**src/design/spfe_pkg.sv**
```systemverilog
// Shared types and constants for the spanning forest edge union unit.
// No dependencies; imported by every module of the block.
package spfe_pkg;

  localparam int NODE_W   = 10;   // node index width on the input channel
  localparam int LABEL_W  = 10;   // tree label width (labels wrap)
  localparam int COUNT_W  = 10;   // accepted edge counter width
  localparam int TREE_W   = 9;    // tree_id width on the result channel
  localparam int STATUS_W = 3;
  localparam int NCOUNT_W = 11;   // node_count register width
  localparam int LIMIT_W  = 10;   // edge_limit register width
  localparam int CFG_IDX_W = 1;

  localparam int DEF_MAX_NODES = 1024;

  localparam logic [NCOUNT_W-1:0] NODE_COUNT_RST = 11'd1024;
  localparam logic [LIMIT_W-1:0]  EDGE_LIMIT_RST = 10'd1023;

  localparam logic CMD_CLEAR = 1'b0;
  localparam logic CMD_EDGE  = 1'b1;

  localparam logic [CFG_IDX_W-1:0] REG_NODE_COUNT = 1'b0;
  localparam logic [CFG_IDX_W-1:0] REG_EDGE_LIMIT = 1'b1;

  typedef enum logic [STATUS_W-1:0] {
    ST_NEW   = 3'd0,
    ST_JOIN  = 3'd1,
    ST_MERGE = 3'd2,
    ST_CYCLE = 3'd3,
    ST_LIMIT = 3'd4,
    ST_BAD   = 3'd5,
    ST_CLEAR = 3'd6
  } status_t;

  typedef struct packed {
    logic               valid;
    logic [LABEL_W-1:0] label;
  } entry_t;

  typedef struct packed {
    status_t             status;
    logic [COUNT_W-1:0]  edge_count;
    logic [TREE_W-1:0]   tree_id;
    logic                limit_reached;
  } result_t;

endpackage

```
**src/design/spfe_seq.sv**
```systemverilog
// Sequencer: clear sweep, label lookup, union decision and relabel scan.
// Depends on spfe_pkg; drives the ports of spfe_label_mem.
module spfe_seq
  import spfe_pkg::*;
#(
  parameter int MAX_NODES = DEF_MAX_NODES,
  localparam int AW = $clog2(MAX_NODES),
  localparam int NW = $clog2(MAX_NODES + 1),
  localparam int CW = (NW > NODE_W) ? NW : NODE_W
) (
  input  logic               clk,
  input  logic               rst,
  // input transaction
  input  logic               in_valid,
  output logic               in_stall,
  input  logic               command,
  input  logic [NODE_W-1:0]  node_a,
  input  logic [NODE_W-1:0]  node_b,
  // effective configuration
  input  logic [NW-1:0]      eff_nodes,
  input  logic [COUNT_W-1:0] eff_limit,
  // result handoff
  output logic               res_valid,
  input  logic               res_take,
  output result_t            res,
  // label store
  output logic               wr_en,
  output logic [AW-1:0]      wr_addr,
  output entry_t             wr_data,
  output logic [AW-1:0]      rd_addr0,
  input  entry_t             rd_data0,
  output logic [AW-1:0]      rd_addr1,
  input  entry_t             rd_data1
);

  typedef enum logic [2:0] {
    S_CLEAR, S_IDLE, S_READ, S_EVAL, S_WRB, S_SCAN, S_SCAN_END, S_DONE
  } state_t;

  localparam logic [AW-1:0] LAST_ADDR = AW'(MAX_NODES - 1);

  state_t              state;
  logic [AW-1:0]       ctr;
  logic [AW-1:0]       scan_addr;
  logic                scan_pend;
  logic                clear_cmd;
  logic [NODE_W-1:0]   a_reg;
  logic [NODE_W-1:0]   b_reg;
  logic [LABEL_W-1:0]  la_reg;
  logic [LABEL_W-1:0]  lb_reg;
  logic [LABEL_W-1:0]  tree_reg;
  logic [LABEL_W-1:0]  next_tree;
  logic [COUNT_W-1:0]  acc;
  status_t             status_reg;

  logic                accept;
  logic                bad_node;
  logic                lab_eq;
  logic                scan_hit;
  status_t             ev_status;
  logic [LABEL_W-1:0]  ev_tree;
  logic                ev_write;
  logic [AW-1:0]       ev_waddr;
  logic [LABEL_W-1:0]  ev_wlabel;

  assign in_stall = (state != S_IDLE);
  assign accept   = in_valid && !in_stall;
  assign bad_node = (CW'(node_a) >= CW'(eff_nodes)) || (CW'(node_b) >= CW'(eff_nodes));

  // shared label comparator: edge evaluation and relabel scan
  always_comb begin
    if (state == S_EVAL) begin
      lab_eq = (rd_data0.label == rd_data1.label);
    end else begin
      lab_eq = (rd_data0.label == lb_reg);
    end
  end
  assign scan_hit = scan_pend && rd_data0.valid && lab_eq;

  // union decision on the two fetched labels
  always_comb begin
    ev_status = ST_CYCLE;
    ev_tree   = '0;
    ev_write  = 1'b0;
    ev_waddr  = AW'(a_reg);
    ev_wlabel = rd_data0.label;
    priority if (acc >= eff_limit) begin
      ev_status = ST_LIMIT;
      ev_tree   = rd_data0.valid ? rd_data0.label : '0;
    end else if (a_reg == b_reg) begin
      ev_status = ST_CYCLE;
      ev_tree   = rd_data0.valid ? rd_data0.label : '0;
    end else if (!rd_data0.valid && !rd_data1.valid) begin
      ev_status = ST_NEW;
      ev_tree   = next_tree;
      ev_write  = 1'b1;
      ev_wlabel = next_tree;
    end else if (!rd_data0.valid || !rd_data1.valid) begin
      ev_status = ST_JOIN;
      ev_write  = 1'b1;
      if (rd_data0.valid) begin
        ev_tree  = rd_data0.label;
        ev_waddr = AW'(b_reg);
      end else begin
        ev_tree  = rd_data1.label;
        ev_waddr = AW'(a_reg);
      end
      ev_wlabel = ev_tree;
    end else if (!lab_eq) begin
      ev_status = ST_MERGE;
      ev_tree   = rd_data0.label;
    end else begin
      ev_status = ST_CYCLE;
      ev_tree   = rd_data0.label;
    end
  end

  // label store control
  always_comb begin
    wr_en   = 1'b0;
    wr_addr = ctr;
    wr_data = '0;
    unique case (state)
      S_CLEAR: begin
        wr_en = 1'b1;
      end
      S_EVAL: begin
        wr_en   = ev_write;
        wr_addr = ev_waddr;
        wr_data = '{valid: 1'b1, label: ev_wlabel};
      end
      S_WRB: begin
        wr_en   = 1'b1;
        wr_addr = AW'(b_reg);
        wr_data = '{valid: 1'b1, label: la_reg};
      end
      S_SCAN, S_SCAN_END: begin
        wr_en   = scan_hit;
        wr_addr = scan_addr;
        wr_data = '{valid: 1'b1, label: la_reg};
      end
      default: begin
        wr_en = 1'b0;
      end
    endcase
  end

  assign rd_addr0 = (state == S_SCAN) ? ctr : AW'(a_reg);
  assign rd_addr1 = AW'(b_reg);

  assign res_valid         = (state == S_DONE);
  assign res.status        = status_reg;
  assign res.edge_count    = acc;
  assign res.tree_id       = tree_reg[TREE_W-1:0];
  assign res.limit_reached = (acc >= eff_limit);

  always_ff @(posedge clk) begin
    if (rst) begin
      state     <= S_CLEAR;
      ctr       <= '0;
      scan_pend <= 1'b0;
      clear_cmd <= 1'b0;
      next_tree <= '0;
      acc       <= '0;
    end else begin
      unique case (state)
        S_CLEAR: begin
          if (ctr == LAST_ADDR) begin
            ctr   <= '0;
            state <= clear_cmd ? S_DONE : S_IDLE;
          end else begin
            ctr <= ctr + 1'b1;
          end
        end
        S_IDLE: begin
          if (accept) begin
            a_reg <= node_a;
            b_reg <= node_b;
            if (command == CMD_CLEAR) begin
              clear_cmd  <= 1'b1;
              next_tree  <= '0;
              acc        <= '0;
              status_reg <= ST_CLEAR;
              tree_reg   <= '0;
              ctr        <= '0;
              state      <= S_CLEAR;
            end else if (bad_node) begin
              status_reg <= ST_BAD;
              tree_reg   <= '0;
              state      <= S_DONE;
            end else begin
              state <= S_READ;
            end
          end
        end
        S_READ: begin
          state <= S_EVAL;
        end
        S_EVAL: begin
          status_reg <= ev_status;
          tree_reg   <= ev_tree;
          la_reg     <= rd_data0.label;
          lb_reg     <= rd_data1.label;
          scan_pend  <= 1'b0;
          ctr        <= '0;
          unique case (ev_status)
            ST_NEW: begin
              la_reg    <= next_tree;
              next_tree <= next_tree + 1'b1;
              acc       <= acc + 1'b1;
              state     <= S_WRB;
            end
            ST_JOIN: begin
              acc   <= acc + 1'b1;
              state <= S_DONE;
            end
            ST_MERGE: begin
              acc   <= acc + 1'b1;
              state <= S_SCAN;
            end
            default: begin
              state <= S_DONE;
            end
          endcase
        end
        S_WRB: begin
          state <= S_DONE;
        end
        S_SCAN: begin
          scan_pend <= 1'b1;
          scan_addr <= ctr;
          if (ctr == LAST_ADDR) begin
            state <= S_SCAN_END;
          end else begin
            ctr <= ctr + 1'b1;
          end
        end
        S_SCAN_END: begin
          scan_pend <= 1'b0;
          ctr       <= '0;
          state     <= S_DONE;
        end
        S_DONE: begin
          if (res_take) begin
            clear_cmd <= 1'b0;
            state     <= S_IDLE;
          end
        end
        default: begin
          state <= S_IDLE;
        end
      endcase
    end
  end

endmodule

```
**config.mk**
```make
export PLATFORM = sky130hd
export DESIGN_NAME = spfe_seq
export DESIGN_NICKNAME = d
export VERILOG_FILES = /design/src/design/spfe_pkg.sv /design/src/design/spfe_seq.sv
export SDC_FILE = /design/constraint.sdc
export NUM_CORES = 1
export LEC_CHECK = 0
export BUFFER_PORTS_ARGS = -buffer_cell sky130_fd_sc_hd__buf_2
export CAP_MARGIN = 10
export CORE_AREA = 4 4 150 116
export CTS_CLUSTER_SIZE = 28
export DETAILED_ROUTE_END_ITERATION = 10
export DIE_AREA = 0 0 154 120
export HOLD_SLACK_MARGIN = 0.08
export PLACE_DENSITY_LB_ADDON = 0.2
export SLEW_MARGIN = 10
export SYNTH_ARGS = -nofsm -noshare
export SYNTH_HDL_FRONTEND = slang
export SYNTH_SLANG_ARGS = --single-unit
```
**constraint.sdc**
```tcl
create_clock -name clk -period 6.6 [get_ports clk]
set_clock_uncertainty 0.05 [all_clocks]
set_input_delay 1.32 -clock clk [delete_from_list [all_inputs] [get_ports clk]]
set_output_delay 1.32 -clock clk [all_outputs]
set_load 0.005 [all_outputs]
```
==> results.md <==
- The run finished with clean final reports.
- After synthesis the cells add up to 6259 sq um.
- Row generation in the floorplan step produced 40 rows.
- The arrival time reported for the critical path endpoint is 3.87 ns.
- The ratio of final minimum period to clock period is 79.38%.
- The number of cells produced by synthesis is 650.
- The total met3 wirelength after detailed routing is 1.207 mm.
- The static leakage is 2.976 nW.
- The multi-input combinational cell area is 3431 sq um.
- The worst setup path is launched from an input pin.
- The number of nets still failing antenna checks after routing is 0.
- The post-placement worst setup slack is 1.415 ns.
- The die footprint is 18480 sq um.
- STA puts the critical path data required time at 5.23 ns.
- TritonCTS created 9 clock buffers.
- The clock-pin slew of the registers on the worst-case setup and hold paths is 0.07 ns.
- The worst path needs 5.239 ns of the cycle, external delays included.
- Port buffering added 134 buffers.
- edfxtp_1 takes more of the synthesized area than any other cell.
- The routed via count is 5553.
- Once placement finished, the instance area stood at 7126 sq um.
- The number of global-route vias before repair was 5417.
- The clock reaches the later pin of the worst-skew pair after 0.35 ns.
- The largest net degree at the start of global routing is 36.
- The residual DRC count is 0.
- The total power of the final layout is 0.001276 W.
- The number of endpoints with negative hold slack in the final report is 0.
- After synthesis, the largest area contributor takes up 29.75% of total cell area.
- Among all stages on the critical path, the largest delay is contributed by nand4_1.
- The number of inserted filler cells in the final layout is 1497.
- After detailed routing, the average wire length per cell comes to 19.04 um.
- The final layout contains routed wiring with a total length of 18.81 mm.
- The detailed-routing iteration count for the pre-antenna-repair pass is 5.
- At the end of routability-driven placement, the weighted congestion stood at 0.9171.
- The boundary pin count is 135.
- The routed design uses 8.090 mm of met2 wire.
- The number of nets handed over by synthesis was 751.
- Measured along the x axis, the die boundary spans 154 um.
- The wire length of the first global-routing pass is 29.90 mm.
- The total negative slack is 0 ns.
- The kind of cell adding the most delay to the critical path is simple AND/OR/NAND/NOR gates.
- The synthesized area per cell is 9.628 sq um.
- By instance count, the leading cell after synthesis is edfxtp_1.
- The CTS tree is yes.
- Ranked by total cell area, the synthesized netlist is headed by edfxtp_1 30%, dfxtp_1 11%, ha_1 6.6%, mux2i_1 5.8%, mux2_2 4.5%.
- The tree is rooted in a clkbuf_16.
- STA classifies the critical path endpoint as a primary output.
- The number of buffer and inverter stages on the critical path is 3.
- Power spread over the standard cell area amounts to 172.2 nW/um^2.
- The first routing iteration left 452 violations.
- Max-cap violations in this run came to 0.
- The path class of the lowest-slack min-delay path is reg -> reg.
- The die is 120 um tall.
- The initial antenna violation count came to 1.
- The final count of pins violating max slew is 0.
- Setup repair after global routing left no endpoint under its margin.
- The detailed-placement wirelength estimate is 14.26 mm.
- The number of sinks driven by the clock tree is 97.
- Setup violations remaining at the end of the flow were counted as 0.
- The most common flop cell mapped by yosys is edfxtp_1.
- Using the TritonRoute via totals, the vias-per-cell ratio works out to 5.620.
- The peak clock frequency supported by timing is 0.1909 GHz.
- The ratio of cells with drive above 1 in the final layout is 24.71%.
- The initial standard-cell utilization of the core is 39.45%.
- The critical path is of the in -> out type.
- The Yosys step of the flow raised 0 warnings.
- Across all hold checks on the routed design, the worst slack comes to 0.4448 ns.
- The synthesis-to-finish area growth is 18.33%.
- The deepest level of the CTS H-tree is 3.
- The total non-filler cell area in the finished layout is 7406 sq um.
- The placeable core region is 15870 sq um.
- The measured slew at the worst slew-check pin is 1.158 ns.
- The synthesized design contains 97 register bits.
- Of all nets on the critical path, the largest fanout is 10.
- The final setup slack of the worst path is 1.361 ns.
- The largest single stage delay on the critical path is 0.74 ns.
- Counting flops with an async set or reset pin after synthesis yields a share of 0%.
- The critical path goes through buf_2 -> inv_1 -> ha_1 -> a21oi_1 -> o21ai_1 -> nor2_1 -> nand4_1 -> mux2i_1 -> nor2_1 -> o22a_1 -> buf_2.
- The worst IR drop on VDD is 0.00009781 V.
- The worst max-slew margin expressed relative to the limit is 22.62%.
- The count of hold-fix buffers inserted at cts is 0.
- After global routing the overflow that remains totals 0.
- The length of routed wiring on met1 is 9.296 mm.
- The total track usage is 20.26%.
- The synthesized design contains 62 enable-type register cells.
- The area taken by flip-flops and latches is 2562 sq um.
- The distinct cell type count of the synthesized netlist is 66.
- The commonest cells after synthesis are 62 x edfxtp_1, 56 x nand2_1, 47 x nor2_1, 40 x inv_1, 36 x mux2i_1.
- After clock tree synthesis, the repair step resized 0 gates.
- The post-CTS setup buffer count is 0.
- After detailed routing, no signal wire sits above met4.
- The sequential fraction of the synthesis area is 40.94%.
- The maximum clock insertion buffer count is 2.
- The final layout contains 873 nets.
-- final timing paths --
check	start	endpoint	slack, ns	depth (start not counted)
setup / recovery	eff_limit[9]	wr_addr[5]	1.36	11
hold reg to reg	scan_pend$_SDFFE_PP0P_	scan_pend$_SDFFE_PP0P_	0.44	2
setup reg to reg	state[2]$_SDFFE_PP0P_	status_reg[0]$_DFFE_PP_	3.57	7
hold / removal	scan_pend$_SDFFE_PP0P_	scan_pend$_SDFFE_PP0P_	0.44	2
-- report_power, final --
group	switching, W	internal (W)	total, W
sequential	0.00000468	0.000644	0.000649
combinational	0.0000683	0.0000557	0.000124
clock	0.000243	0.000260	0.000503
total	0.000316	0.000960	0.00128
-- placed cells by master (no fill, tap or decap), types with 6 or more instances in the layout --
cell type	synthesis	layout
clkbuf_16	0	9
edfxtp_1	62	62
dfxtp_1	35	35
nand3_1	18	18
o21a_1	9	9
xor2_1	17	17
mux2i_1	36	36
a22oi_1	17	17
nor4_1	9	8
nor2b_1	10	10
ha_1	33	33
buf_2	4	134
and3_1	6	6
mux2_2	25	25
nand2b_1	12	12
xnor2_1	16	16
nand2_1	56	56
or3_1	6	6
nor3_1	7	7
inv_1	40	40
nand4_1	11	11
o21ai_0	35	35
a211oi_1	6	6
buf_4	0	6
o22a_1	10	10
a21oi_1	33	32
nor2_1	47	47
-- per-stage QoR --
| step | utilization (%) | instances |
|---|---|---|
| 6_report | 46.68 | 988 |
| 5_1_grt | 46.68 | 988 |
| 4_1_cts | 46.66 | 987 |
| 3_5_place_dp | 44.91 | 971 |
| 3_3_place_gp | 44.91 | 971 |
| 2_1_floorplan | - | 650 |
-- cell families after synthesis --
| logic type | synth area share [%] |
|---|---|
| flops | 40.94 |
| simple gates | 15.67 |
| buf+inv | 4.398 |
| compound gates | 17.51 |
| xor+xnor | 4.618 |
| fa+ha+maj | 6.597 |
| mux | 10.26 |
-- metal layers --
metal / GRT usage, % / vias up
met5: 0 / -
met4: 4.468 / 0
met3: 5.047 / 17
met2: 29.20 / 208
met1: 30.45 / 2674
li1: - / 2654
-- area by class of cell --
cell class	instances	share of cell area (%)
clock buffers	9	3.041
repair buffers	140	9.664
clock inverters	7	0.7096
inverters	41	2.078
multi-input cells	483	46.33
flip-flops and latches	97	34.60
well taps	210	3.548
diodes	1	0.03379
-- tightest hold or removal path, stage by stage, from the launching register on --
cell     delay [ns]
dfxtp_1        0.33
nand2_1        0.06
a21oi_1        0.05
Power figures use the tool's default switching activity.
